### src/lbc_pkg.sv
// Shared types and constants of the LED blink controller.
`timescale 1ns / 1ps
package lbc_pkg;

  localparam int MASK_W   = 4;
  localparam int COUNT_W  = 8;
  localparam int PCT_W    = 8;
  localparam int DUTY_W   = 7;
  localparam int PERIOD_W = 16;
  localparam int PROD_W   = DUTY_W + PERIOD_W;
  localparam int CFG_IDX_W = 2;
  localparam int CFG_DATA_W = 16;

  localparam logic [3:0] OP_ON         = 4'd0;
  localparam logic [3:0] OP_OFF        = 4'd1;
  localparam logic [3:0] OP_TOGGLE     = 4'd2;
  localparam logic [3:0] OP_BLINK      = 4'd3;
  localparam logic [3:0] OP_BLINK_ONCE = 4'd4;
  localparam logic [3:0] OP_FLASH      = 4'd5;
  localparam logic [3:0] OP_TICK       = 4'd6;
  localparam logic [3:0] OP_SLEEP      = 4'd7;
  localparam logic [3:0] OP_WAKE       = 4'd8;

  localparam logic [CFG_IDX_W-1:0] CFG_FLASH_COUNT = 2'd0;
  localparam logic [CFG_IDX_W-1:0] CFG_DUTY        = 2'd1;
  localparam logic [CFG_IDX_W-1:0] CFG_PERIOD      = 2'd2;

  localparam logic [COUNT_W-1:0]  RST_FLASH_COUNT = 8'd50;
  localparam logic [PCT_W-1:0]    RST_DUTY        = 8'd5;
  localparam logic [PERIOD_W-1:0] RST_PERIOD      = 16'd1000;

  localparam logic [PCT_W-1:0]  PCT_FULL  = 8'd100;
  localparam logic [DUTY_W-1:0] DUTY_FULL = 7'd100;

  localparam int MODE_ON    = 0;
  localparam int MODE_BLINK = 1;
  localparam int MODE_CONT  = 2;
  localparam logic [2:0] MODE_LIT  = 3'b001;
  localparam logic [2:0] MODE_DARK = 3'b000;

  // floor(x / 100) = (x * ceil(2^30 / 100)) >> 30 for every x below 2^23
  localparam int RECIP_W     = 24;
  localparam int RECIP_SHIFT = 30;
  localparam logic [RECIP_W-1:0] RECIP_100 = 24'd10737419;

  typedef struct packed {
    logic [3:0]          opcode;
    logic [MASK_W-1:0]   led_mask;
    logic [COUNT_W-1:0]  blink_count;
    logic [PCT_W-1:0]    on_percent;
    logic [PERIOD_W-1:0] period_ms;
  } lbc_in_t;

  typedef struct packed {
    logic [MASK_W-1:0] led_outputs;
    logic [MASK_W-1:0] blinking_mask;
  } lbc_out_t;

  typedef struct packed {
    logic                step;
    logic                set_on;
    logic                set_off;
    logic                toggle;
    logic                load;
    logic                tick;
    logic                sleep;
    logic                wake;
    logic                service;
    logic [COUNT_W-1:0]  count;
    logic [PERIOD_W-1:0] on_len;
    logic [PERIOD_W-1:0] off_len;
  } lbc_cmd_t;

  typedef struct packed {
    logic led;
    logic blinking;
  } lbc_stat_t;

  function automatic logic [PERIOD_W-1:0] div100(input logic [PROD_W-1:0] x);
    logic [PROD_W+RECIP_W-1:0] q;
    q = (PROD_W + RECIP_W)'(x) * (PROD_W + RECIP_W)'(RECIP_100);
    return q[RECIP_SHIFT +: PERIOD_W];
  endfunction

endpackage

### src/lbc_lane.sv
// State and next-state logic of one LED: mode, blink counters and phase timer.
`timescale 1ns / 1ps
module lbc_lane import lbc_pkg::*; (
  input  logic      clk,
  input  logic      rst,
  input  lbc_cmd_t  cmd,
  input  logic      sel,
  output lbc_stat_t stat
);

  logic [2:0]          mode, mode_next;
  logic                led, led_next;
  logic                pre, pre_next;
  logic                saved, saved_next;
  logic [COUNT_W-1:0]  blinks, blinks_next;
  logic [PERIOD_W-1:0] ticks, ticks_next;
  logic [PERIOD_W-1:0] on_len, on_len_next;
  logic [PERIOD_W-1:0] off_len, off_len_next;

  always_comb begin
    mode_next    = mode;
    led_next     = led;
    pre_next     = pre;
    saved_next   = saved;
    blinks_next  = blinks;
    ticks_next   = ticks;
    on_len_next  = on_len;
    off_len_next = off_len;

    if (sel && cmd.set_on) begin
      mode_next = MODE_LIT;
      led_next  = 1'b1;
    end
    if (sel && cmd.set_off) begin
      mode_next = MODE_DARK;
      led_next  = 1'b0;
    end
    if (sel && cmd.toggle) begin
      mode_next[MODE_ON] = ~mode[MODE_ON];
      led_next           = ~mode[MODE_ON];
    end
    if (sel && cmd.load) begin
      if (!mode[MODE_BLINK] && !mode[MODE_CONT]) begin
        pre_next = pre | led;
      end
      mode_next    = {(cmd.count == '0), 1'b1, 1'b0};
      on_len_next  = cmd.on_len;
      off_len_next = cmd.off_len;
      blinks_next  = cmd.count;
      ticks_next   = '0;
    end
    if (cmd.tick && ticks != '0) begin
      ticks_next = ticks - PERIOD_W'(1);
    end
    if (cmd.sleep) begin
      saved_next = led;
      led_next   = 1'b0;
    end
    if (cmd.wake) begin
      led_next = led | saved;
    end

    // advance the blink phase once its timer has run out
    if (cmd.service && mode_next[MODE_BLINK] && ticks_next == '0) begin
      if (mode_next[MODE_ON]) begin
        mode_next[MODE_ON] = 1'b0;
        led_next           = 1'b0;
        if (!mode_next[MODE_CONT]) begin
          blinks_next = blinks_next - COUNT_W'(1);
        end
        ticks_next = off_len_next;
      end else if (blinks_next == '0 && !mode_next[MODE_CONT]) begin
        mode_next  = pre_next ? MODE_LIT : MODE_DARK;
        led_next   = pre_next;
        ticks_next = '0;
        pre_next   = 1'b0;
      end else begin
        mode_next[MODE_ON] = 1'b1;
        led_next           = 1'b1;
        ticks_next         = on_len_next;
      end
    end
  end

  always_ff @(posedge clk) begin
    if (rst) begin
      mode  <= MODE_DARK;
      led   <= 1'b0;
      pre   <= 1'b0;
      saved <= 1'b0;
      ticks <= '0;
    end else if (cmd.step) begin
      mode  <= mode_next;
      led   <= led_next;
      pre   <= pre_next;
      saved <= saved_next;
      ticks <= ticks_next;
    end
  end

  always_ff @(posedge clk) begin
    if (cmd.step) begin
      blinks  <= blinks_next;
      on_len  <= on_len_next;
      off_len <= off_len_next;
    end
  end

  assign stat.led      = led_next;
  assign stat.blinking = mode_next[MODE_BLINK];

endmodule

### src/led_blink_controller_core.sv
// Top level of the LED blink controller: request register, LED lanes, result register.
// Request flow: a request is captured in the request register and, once the result register
// is free, its result is registered there, where it can be taken.
// Throughput: one request per cycle while cmd_stall is low; the phase-length products are
// formed at the request register and divided by 100 ahead of the lane update.
// Reset: synchronous; all LEDs off, not blinking, awake, defaults 50 / 5 / 1000.
`timescale 1ns / 1ps
module led_blink_controller_core import lbc_pkg::*; #(
  parameter int NUM_LEDS = 4
) (
  input  logic                  clk,
  input  logic                  rst,
  input  logic                  cmd_valid,
  output logic                  cmd_stall,
  input  lbc_in_t               cmd,
  output logic                  res_valid,
  input  logic                  res_stall,
  output lbc_out_t              res,
  input  logic                  cfg_valid,
  output logic                  cfg_ready,
  input  logic [CFG_IDX_W-1:0]  cfg_index,
  input  logic [CFG_DATA_W-1:0] cfg_data
);

  typedef struct packed {
    logic [3:0]         opcode;
    logic [MASK_W-1:0]  mask;
    logic [COUNT_W-1:0] count;
    logic               zero;
    logic               full;
    logic [PROD_W-1:0]  on_prod;
    logic [PROD_W-1:0]  off_prod;
  } stage_t;

  logic [COUNT_W-1:0]  dflt_count;
  logic [PCT_W-1:0]    dflt_pct;
  logic [PERIOD_W-1:0] dflt_period;

  stage_t              stage, stage_next;
  logic                stage_valid;
  logic                sleep_active;
  logic                res_free, accept, adv;
  logic [COUNT_W-1:0]  eff_count;
  logic [PCT_W-1:0]    eff_pct;
  logic [PERIOD_W-1:0] eff_period;
  logic [DUTY_W-1:0]   duty;
  logic                blink_op;
  logic [NUM_LEDS-1:0] sel_vec, led_vec, blink_vec;
  logic [MASK_W-1:0]   led_res, blink_res;
  lbc_cmd_t            ctl;

  assign cfg_ready = 1'b1;

  always_ff @(posedge clk) begin
    if (rst) begin
      dflt_count  <= RST_FLASH_COUNT;
      dflt_pct    <= RST_DUTY;
      dflt_period <= RST_PERIOD;
    end else if (cfg_valid && cfg_ready) begin
      case (cfg_index)
        CFG_FLASH_COUNT: dflt_count  <= cfg_data[COUNT_W-1:0];
        CFG_DUTY:        dflt_pct    <= cfg_data[PCT_W-1:0];
        CFG_PERIOD:      dflt_period <= cfg_data[PERIOD_W-1:0];
        default: ;
      endcase
    end
  end

  assign res_free  = !res_valid || !res_stall;
  assign adv       = stage_valid && res_free;
  assign cmd_stall = stage_valid && !res_free;
  assign accept    = cmd_valid && !cmd_stall;

  always_comb begin
    case (cmd.opcode)
      OP_BLINK_ONCE: begin
        eff_count  = COUNT_W'(1);
        eff_pct    = dflt_pct;
        eff_period = dflt_period;
      end
      OP_FLASH: begin
        eff_count  = dflt_count;
        eff_pct    = dflt_pct;
        eff_period = dflt_period;
      end
      default: begin
        eff_count  = cmd.blink_count;
        eff_pct    = cmd.on_percent;
        eff_period = cmd.period_ms;
      end
    endcase
    duty                = eff_pct[DUTY_W-1:0];
    stage_next.opcode   = cmd.opcode;
    stage_next.mask     = cmd.led_mask;
    stage_next.count    = eff_count;
    stage_next.zero     = (eff_pct == '0) || (eff_period == '0);
    stage_next.full     = (eff_pct >= PCT_FULL);
    stage_next.on_prod  = PROD_W'(duty) * PROD_W'(eff_period);
    stage_next.off_prod = PROD_W'(DUTY_W'(DUTY_FULL - duty)) * PROD_W'(eff_period);
  end

  always_ff @(posedge clk) begin
    if (rst) begin
      stage_valid <= 1'b0;
    end else if (accept) begin
      stage_valid <= 1'b1;
    end else if (adv) begin
      stage_valid <= 1'b0;
    end
  end

  always_ff @(posedge clk) begin
    if (accept) begin
      stage <= stage_next;
    end
  end

  always_comb begin
    blink_op = (stage.opcode == OP_BLINK) || (stage.opcode == OP_BLINK_ONCE) ||
               (stage.opcode == OP_FLASH);
    ctl.step    = adv;
    ctl.set_on  = (stage.opcode == OP_ON) || (blink_op && !stage.zero && stage.full);
    ctl.set_off = (stage.opcode == OP_OFF) || (blink_op && stage.zero);
    ctl.toggle  = (stage.opcode == OP_TOGGLE);
    ctl.load    = blink_op && !stage.zero && !stage.full;
    ctl.tick    = (stage.opcode == OP_TICK);
    ctl.sleep   = (stage.opcode == OP_SLEEP);
    ctl.wake    = (stage.opcode == OP_WAKE);
    ctl.service = ctl.wake ||
                  (!sleep_active && (ctl.tick || (ctl.load && (|sel_vec))));
    ctl.count   = stage.count;
    ctl.on_len  = div100(stage.on_prod);
    ctl.off_len = div100(stage.off_prod);
  end

  always_ff @(posedge clk) begin
    if (rst) begin
      sleep_active <= 1'b0;
    end else if (adv && ctl.sleep) begin
      sleep_active <= 1'b1;
    end else if (adv && ctl.wake) begin
      sleep_active <= 1'b0;
    end
  end

  for (genvar i = 0; i < NUM_LEDS; i++) begin : g_lane
    lbc_stat_t stat;
    if (i < MASK_W) begin : g_sel
      assign sel_vec[i] = stage.mask[i];
    end else begin : g_nosel
      assign sel_vec[i] = 1'b0;
    end
    lbc_lane u_lane (
      .clk  (clk),
      .rst  (rst),
      .cmd  (ctl),
      .sel  (sel_vec[i]),
      .stat (stat)
    );
    assign led_vec[i]   = stat.led;
    assign blink_vec[i] = stat.blinking;
  end

  for (genvar i = 0; i < MASK_W; i++) begin : g_res
    if (i < NUM_LEDS) begin : g_used
      assign led_res[i]   = led_vec[i];
      assign blink_res[i] = blink_vec[i];
    end else begin : g_unused
      assign led_res[i]   = 1'b0;
      assign blink_res[i] = 1'b0;
    end
  end

  always_ff @(posedge clk) begin
    if (rst) begin
      res_valid <= 1'b0;
    end else if (adv) begin
      res_valid <= 1'b1;
    end else if (!res_stall) begin
      res_valid <= 1'b0;
    end
  end

  always_ff @(posedge clk) begin
    if (adv) begin
      res.led_outputs   <= led_res;
      res.blinking_mask <= blink_res;
    end
  end

endmodule

### config.mk
export PLATFORM = sky130hd
export DESIGN_NAME = led_blink_controller_core
export DESIGN_NICKNAME = d
export VERILOG_FILES = /design/src/lbc_pkg.sv /design/src/lbc_lane.sv /design/src/led_blink_controller_core.sv
export SDC_FILE = /design/constraint.sdc
export NUM_CORES = 2
export LEC_CHECK = 0
export BUFFER_PORTS_ARGS = -buffer_cell sky130_fd_sc_hd__buf_2
export CORE_ASPECT_RATIO = 1.5
export CORE_MARGIN = 1
export CORE_UTILIZATION = 62
export DETAILED_ROUTE_END_ITERATION = 12
export PLACE_DENSITY_LB_ADDON = 0.1
export SLEW_MARGIN = 20
export SYNTH_ARGS = -nofsm -noshare
export SYNTH_HDL_FRONTEND = slang
export SYNTH_SLANG_ARGS = --single-unit
### constraint.sdc
create_clock -name clk -period 8.1 [get_ports clk]
set_input_delay 0.81 -clock clk [delete_from_list [all_inputs] [get_ports clk]]
set_output_delay 0.81 -clock clk [all_outputs]
set_load 0.005 [all_outputs]
======== Word level (Yosys, flattened, before mapping) ========
Index checks and enable logic that the tools add are counted.
storage, ports and cells
  bits of input ports ..................... 63
  output and inout port bits .............. 11
  bits in registers ....................... 355
  word-level logic and storage cells ...... 330
operators by class
  $lt $le $gt $ge ......................... 1
  add/subtract/negate cells ............... 9
  eq/ne operators ......................... 13
  bitwise logic cells ..................... 12
  reductions and logical operators ........ 99
  multipliers ............................. 4
  multiplexer cells ....................... 145
operator list
  cell                                                  number
  two-way mux 16 bit                                    29
  two-way mux 8 bit                                     17
  multiplier 23 x 24 -> 46 bit (second input constant)  2
  zero test 16 bit                                      5
  two-way mux 1 bit                                     74
  nonzero test 16 bit                                   4
  subtractor 16 x 1 -> 16 bit (second input constant)   4
  zero test 8 bit                                       6
  two-way mux 3 bit                                     16
  logical AND 1 bit                                     47
  multiplier 7 x 16 -> 23 bit                           2
  subtractor 8 x 1 -> 8 bit (second input constant)     4
  == test 4 x 3 -> 1 bit (second input constant)        6
  zero test 1 bit                                       19
  two-way mux 2 bit                                     8
  one-hot mux 8 bit (2 select lines)                    1
  == test 4 x 2 -> 1 bit (second input constant)        2
  >= comparator 8 x 7 -> 1 bit (second input constant)  1
  logical OR 1 bit                                      8
  OR 1 bit                                              8
  AND reduction 2 bit                                   4
  subtractor 7 bit (first input constant)               1
  == test 4 x 1 -> 1 bit (second input constant)        1
  == test 4 bit (second input constant)                 1
  9 further kinds                                       13

======== Logic depth before layout (Yosys ltp) ========
  depth after elaboration ................. 16
  gate-level depth with buffers ........... 30
  mapped depth without buffers ............ 29

======== Modules after synthesis ========
Synthesis repeated with hierarchy kept, for this count alone.
unflattened totals
  cell total of the unflattened synthesis .. 5013
  area, all modules ....................... 45481.1 µm²
modules (own cells, without submodules)
  module                            seq. area each (µm²)  times used  cells an instance  area an instance (µm²)
  led_blink_controller_core         2832.7                1           3043               29234.3
  lbc_lane at g_lane[1].u_lane ...  1641.6                3           501                4075.2
  lbc_lane at g_lane[0].u_lane      1641.6                1           467                4021.4

======== Least setup slack after synthesis ========
Ideal clock, no wire load.
  kind .................................... input to register
  start point ............................. input cmd[37] (netlist name)
  end point ............................... register stage[22] (netlist name) (data pin)
  stages .................................. 28
  path buffers ............................ 1
  data arrival time ....................... 6764 ps
  data required time ...................... 7834 ps
  library setup time ...................... 266 ps
  slack ................................... 1070 ps
  path through ............................ nor2_1 > nand2_1 > clkbuf_1 > nand2_1 > nand2_1 > clkinv_1 > ha_1 > nor2_1 > o21ai_0 > xnor2_1 > nor2_1 > fa_1 > inv_1 > fa_1 > fa_1 > fa_1 > inv_1 > ha_1 > a21o_1 > a21oi_1 > nand2_1 > o21ai_0 > o21ai_0 > nor4_1 > nor3_1 > a41o_1 > o41ai_1 > xnor2_1
RTL lines
  item                  RTL line                          text
  start, declared       led_blink_controller_core.sv:15   input lbc_in_t cmd,
  end signal, assigned  led_blink_controller_core.sv:114  stage <= stage_next;
  end, declared         led_blink_controller_core.sv:39   stage_t stage, stage_next;

======== Final worst setup path ========
  start point ............................. register stage[5] (netlist name)
  end point ............................... register g_lane[3].u_lane.ticks[5]
on the way
  word-level cells in the longest chain between the ends .. 4
RTL lines
  item                                  RTL line        text
  multiplier 23 x 24 -> 46 bit          lbc_pkg.sv:81   q = (PROD_W + RECIP_W)'(x) * (PROD_W + RECIP_W)'(RECIP_100);
  two-way mux 16 bit                    lbc_lane.sv:42  if (sel && cmd.load) begin
  net g_lane[3].u_lane.off_len_next[5]  lbc_lane.sv:18  logic [PERIOD_W-1:0] off_len, off_len_next;
  two-way mux 16 bit                    lbc_lane.sv:65  if (mode_next[MODE_ON]) begin
  two-way mux 16 bit                    lbc_lane.sv:64  if (cmd.service && mode_next[MODE_BLINK] && ticks_next == '0) begin
  end signal, assigned                  lbc_lane.sv:97  ticks <= ticks_next;
  end, declared                         lbc_lane.sv:16  logic [PERIOD_W-1:0] ticks, ticks_next;
The timed path passes the listed nets, and every way through them passes these cells.
A chain may end at the register's enable or synchronous reset.

==> impl_table.tex <==
\begin{tabular}{lr}
\hline
Metric & Value \\
\hline
\multicolumn{2}{l}{\textbf{Synthesis}} \\
\quad Complex-gate fraction of the synthesized area & 11.4\% \\
\quad Number of flops mapped to enable cells by yosys & 231 \\
\quad Yosys warning count & 0 \\
\quad Async set-or-reset flop fraction in the synthesized netlist & 0\% \\
\quad Nets in the synthesized netlist & 5757 \\
\quad Flip-flop cell with the highest count after synthesis & sky130\_fd\_sc\_hd\_\_edfxtp\_1 \\
\quad Basic-gate share of the synthesized area counting and, or, nand and nor cells & 13.1\% \\
\quad Count of unique library cells instantiated by Yosys & 87 \\
\quad Post-synthesis register bit count & 354 \\
\quad Multiplexer area fraction after synthesis & 1.99\% \\
\quad Sequential-to-total area share from yosys stat & 21.8\% \\
\quad Post-Syn Area & 0.0431 mm\^{}2 \\
\quad Main combinational cell family by area after synthesis & adder cells \\
\quad Syn Area/Cell & 9.38 um\^{}2 \\
\quad Synthesized-area fraction occupied by xor and xnor cells & 2.36\% \\
\quad Number of instances in the synthesized netlist & 4596 \\
\quad Share of synthesized cell area in full adder, half adder and majority cells & 41.1\% \\
\multicolumn{2}{l}{\textbf{Clocking}} \\
\quad Clock Path Buffers & 3 \\
\quad Worst-skew pair later-pin latency & 0.59 ns \\
\quad H-tree depth & 2 \\
\quad Root cell of the clock tree & sky130\_fd\_sc\_hd\_\_clkbuf\_16 \\
\quad Clock transition at the registers of the reported paths & 0.07 ns \\
\quad TritonCTS clock tree & yes \\
\quad CTS sink count & 354 \\
\quad Number of CTS-inserted buffers & 38 \\
\quad Post-CTS setup buffer count & 0 \\
\multicolumn{2}{l}{\textbf{Die}} \\
\quad Cell row count & 118 \\
\quad Core area & 0.0689 mm\^{}2 \\
\quad Die outline area & 0.0706 mm\^{}2 \\
\quad Vertical die dimension & 325 um \\
\quad I/O pin total & 74 \\
\quad DIE WIDTH & 217 um \\
\quad Initial core utilization & 62.5\% \\
\multicolumn{2}{l}{\textbf{Critical path}} \\
\quad Arrival time of the worst setup path & 8.23 ns \\
\quad Critical R2R Capture & g\_lane[3].u\_lane.ticks[5] \\
\quad Cell depth of the worst flop-to-flop path & 24 \\
\quad Crit path launch & stage[5] \\
\quad Dominant delay contributor by cell family on the critical path & adder cells \\
\quad Total buffers and inverters traversed by the critical path & 5 \\
\quad Total stage count of the critical path & 24 \\
\quad Endpoint of the worst setup timing path & g\_lane[3].u\_lane.ticks[5] \\
\quad Kind of launch point of the worst setup path & flip-flop \\
\quad Slowest-stage cell, CP & sky130\_fd\_sc\_hd\_\_fa\_1 \\
\quad Crit Path Max Fanout & 7 \\
\quad Most used cell along the critical path & sky130\_fd\_sc\_hd\_\_fa\_1 \\
\quad Path type of the worst setup path & reg -> reg \\
\quad Critical path, cell by cell & fa\_1 > fa\_1 > inv\_1 > fa\_1 > inv\_1 > fa\_1 > fa\_1 > fa\_1 > inv\_1 > fa\_1 > inv\_1 > ha\_1 > nand4\_1 > nor4\_1 > a22oi\_1 > a31oi\_1 > o211ai\_1 > a221oi\_1 > a21oi\_1 > xor2\_1 > buf\_4 > o21ai\_0 > a22oi\_1 > o21ai\_0 \\
\quad Delay of the slowest cell on the worst path & 0.61 ns \\
\quad R2R Setup Slk & 0.32 ns \\
\quad Startpoint of the lowest-slack register-to-register path & stage[5] \\
\quad CP required & 8.55 ns \\
\quad Kind of end point of the critical path & flip-flop \\
\multicolumn{2}{l}{\textbf{Layout}} \\
\quad Fin nets & 5800 \\
\quad Layout overhead on the synthesized area & 6.72\% \\
\quad Most common library cell in the layout ignoring fill and taps & sky130\_fd\_sc\_hd\_\_inv\_1 \\
\quad Filler cell count & 5801 \\
\quad Commonest non-fill, non-tap cells in the layout & sky130\_fd\_sc\_hd\_\_inv\_1, sky130\_fd\_sc\_hd\_\_ha\_1, sky130\_fd\_sc\_hd\_\_nand2\_1, sky130\_fd\_sc\_hd\_\_fa\_1, sky130\_fd\_sc\_hd\_\_nor2\_1 \\
\quad Share of layout cells above drive strength 1 & 5.83\% \\
\multicolumn{2}{l}{\textbf{STA}} \\
\quad Clock Skews & 0.0229 ns \\
\quad Worst max-slew margin expressed relative to the limit & 30.8\% \\
\quad Post-route fraction of the period consumed by the critical path & 96.1\% \\
\quad Slew at the pin closest to its max-slew limit & 1.01 ns \\
\quad RSZ-0062 raised after global routing & false \\
\quad Sum Neg Setup Slack & 0 ns \\
\quad Setup-failing EPs final & 0 \\
\quad Achievable frequency & 0.129 GHz \\
\quad Minimum clock period after layout & 7.78 ns \\
\quad Final Slew Violations & 0 \\
\quad Count of endpoints failing hold in the final timing report & 0 \\
\multicolumn{2}{l}{\textbf{Drt}} \\
\quad Count of nets left with antenna violations after detail routing & 0 \\
\quad Residual DRC & 0 \\
\quad Initial DRC Count & 2471 \\
\quad Final routed wire length divided by cell count & 23.1 um \\
\quad Total Wirelength & 129000 um \\
\quad Highest layer used for signal routing & met5 \\
\quad Wire length on met3 & 6580 um \\
\quad Vias post-DR & 33700 \\
\quad Average vias per placed instance & 6.05 \\
\quad Met2 WL & 65100 um \\
\quad Wire length the detailed router placed on met1 & 44000 um \\
\quad Total iterations of the first detailed-routing run & 8 \\
\multicolumn{2}{l}{\textbf{Global route}} \\
\quad Pin count of the biggest net entering global routing & 110 \\
\quad Antenna violations before repair & 3 \\
\quad Total track usage & 37.9\% \\
\quad Number of global-route vias before repair & 35300 \\
\quad Total grt overflow & 0 \\
\quad Wire length of the first global-routing pass & 201000 um \\
\multicolumn{2}{l}{\textbf{Placed design}} \\
\quad DPL Wire Length & 104000 um \\
\quad GPL Wtd Cong & 1.05 \\
\quad Port Buffer Count & 72 \\
\multicolumn{2}{l}{\textbf{Min path}} \\
\quad Class of the tightest hold or removal check & in -> reg \\
\multicolumn{2}{l}{\textbf{Status}} \\
\quad Result of the run & finished clean \\
\multicolumn{2}{l}{\textbf{Flow run}} \\
\quad Max\_cap viols & 0 \\
\hline
\end{tabular}
==> per-layer routing <==
layer	up-vias	global-route usage, %
li1	15500	-
met1	16400	40.4
met2	1251	66.6
met3	507	4.61
met4	4	31.8
met5	-	0
==> synth_stat cells, drive strengths merged (19+ instances only) <==
cell,n,area [um^2]
inv,783,2940
ha,571,7140
nand2,556,2090
fa,527,10600
nor2,261,995
edfxtp,231,6940
o21ai,224,1120
a21oi,167,836
clkbuf,135,508
dfxtp,123,2460
nor3,102,526
mux2i,78,781
xnor2,77,674
nand3,63,315
a21o,42,315
a22oi,42,315
xor2,39,342
o22ai,38,238
a211oi,31,233
buf,30,134
nand4,29,188
nor4,29,188
a31oi,23,144
and2,23,144
o211ai,23,186
o21a,23,173
nor2b,20,125
or3,19,119
==> per-stage QoR <==
step / setup slack, ns / instances / utilization, % / instance area (um^2) / hold slack, ns
final: 0.319 / 5570 / 66.7 / 46000 / 0.398
after global routing: 0.0486 / 5568 / 66.7 / 46000 / 0.385
after CTS: 0.386 / 5568 / 66.7 / 46000 / 0.377
after detailed placement: 0.368 / 5499 / 64.9 / 44700 / 0.461
after global placement: 0.464 / 5499 / 64.9 / 44700 / 0.453
after floorplan: 1.07 / 4596 / - / 43100 / 0.435
==> state kept, by name (all words and copies together) (netlist names) <==
signal / flops
g_lane.u_lane.off_len: 64
g_lane.u_lane.on_len: 64
g_lane.u_lane.ticks: 64
stage: 51
g_lane.u_lane.blinks: 32
dflt_period: 16
g_lane.u_lane.mode: 12
ctl: 8
dflt_count: 8
dflt_pct: 8
res: 8
g_lane.u_lane.led: 4
g_lane.u_lane.pre: 4
g_lane.u_lane.saved: 4
sel_vec: 4
res_valid: 1
sleep_active: 1
stage_valid: 1
==> timing repair <==
action                                  CTS  global route
hold buffers                              0             0
endpoints found under the setup margin    0             2
gates resized for setup                   0             1
==> cells by family (layout without fill, tap and decap cells) <==
group                    after synthesis  after routing
other                                  1              3
AO/OA/AOI/OAI                        765            765
XOR/XNOR                             116            116
multiplexers                          85             85
buffers and inverters                951           1023
AND/OR/NAND/NOR                     1226           1226
flip-flops                           354            354
adder cells (fa/ha/maj)             1098           1098
==> worst register-to-register path, stage by stage (launching register included) <==
cell and delay, ns:
sky130_fd_sc_hd__edfxtp_1 0.57, sky130_fd_sc_hd__fa_1 0.61, sky130_fd_sc_hd__fa_1 0.52, sky130_fd_sc_hd__inv_1 0.05
sky130_fd_sc_hd__fa_1 0.51, sky130_fd_sc_hd__inv_1 0.07, sky130_fd_sc_hd__fa_1 0.50, sky130_fd_sc_hd__fa_1 0.55
sky130_fd_sc_hd__fa_1 0.50, sky130_fd_sc_hd__inv_1 0.05, sky130_fd_sc_hd__fa_1 0.47, sky130_fd_sc_hd__inv_1 0.05
sky130_fd_sc_hd__ha_1 0.29, sky130_fd_sc_hd__nand4_1 0.15, sky130_fd_sc_hd__nor4_1 0.33, sky130_fd_sc_hd__a22oi_1 0.17
sky130_fd_sc_hd__a31oi_1 0.37, sky130_fd_sc_hd__o211ai_1 0.13, sky130_fd_sc_hd__a221oi_1 0.49, sky130_fd_sc_hd__a21oi_1 0.15
sky130_fd_sc_hd__xor2_1 0.20, sky130_fd_sc_hd__buf_4 0.17, sky130_fd_sc_hd__o21ai_0 0.19, sky130_fd_sc_hd__a22oi_1 0.41
sky130_fd_sc_hd__o21ai_0 0.14
==> layout make-up <==
| class | instances | area (um^2) | share of cell area, % |
|---|---|---|---|
| antenna | 2 | 5.00 | 0.0109 |
| clock buffer | 53 | 1050 | 2.28 |
| clock inverter | 16 | 208 | 0.452 |
| inverter | 786 | 2960 | 6.43 |
| multi-input combinational | 3291 | 30200 | 65.6 |
| sequential | 354 | 9400 | 20.4 |
| tap | 900 | 1130 | 2.45 |
| timing repair buffer | 168 | 1080 | 2.36 |
==> worst min path at each step <==
stage          slack, ns                startpoint  cells past startpoint                       end
2_1_floorplan       0.44               dflt_pct[0]                      1               dflt_pct[0]
3_3_place_gp        0.45               dflt_pct[0]                      1               dflt_pct[0]
3_5_place_dp        0.46  g_lane[2].u_lane.mode[1]                      2  g_lane[2].u_lane.mode[1]
4_1_cts             0.38                   cmd[33]                      1                sel_vec[1]
5_1_grt             0.38                   cmd[33]                      1                sel_vec[1]
6_report            0.40                   cmd[33]                      1                sel_vec[1]
Power is left out: the tool's default activity adds up to more than one toggle a clock period on the data nets, which glitch-free logic cannot reach.
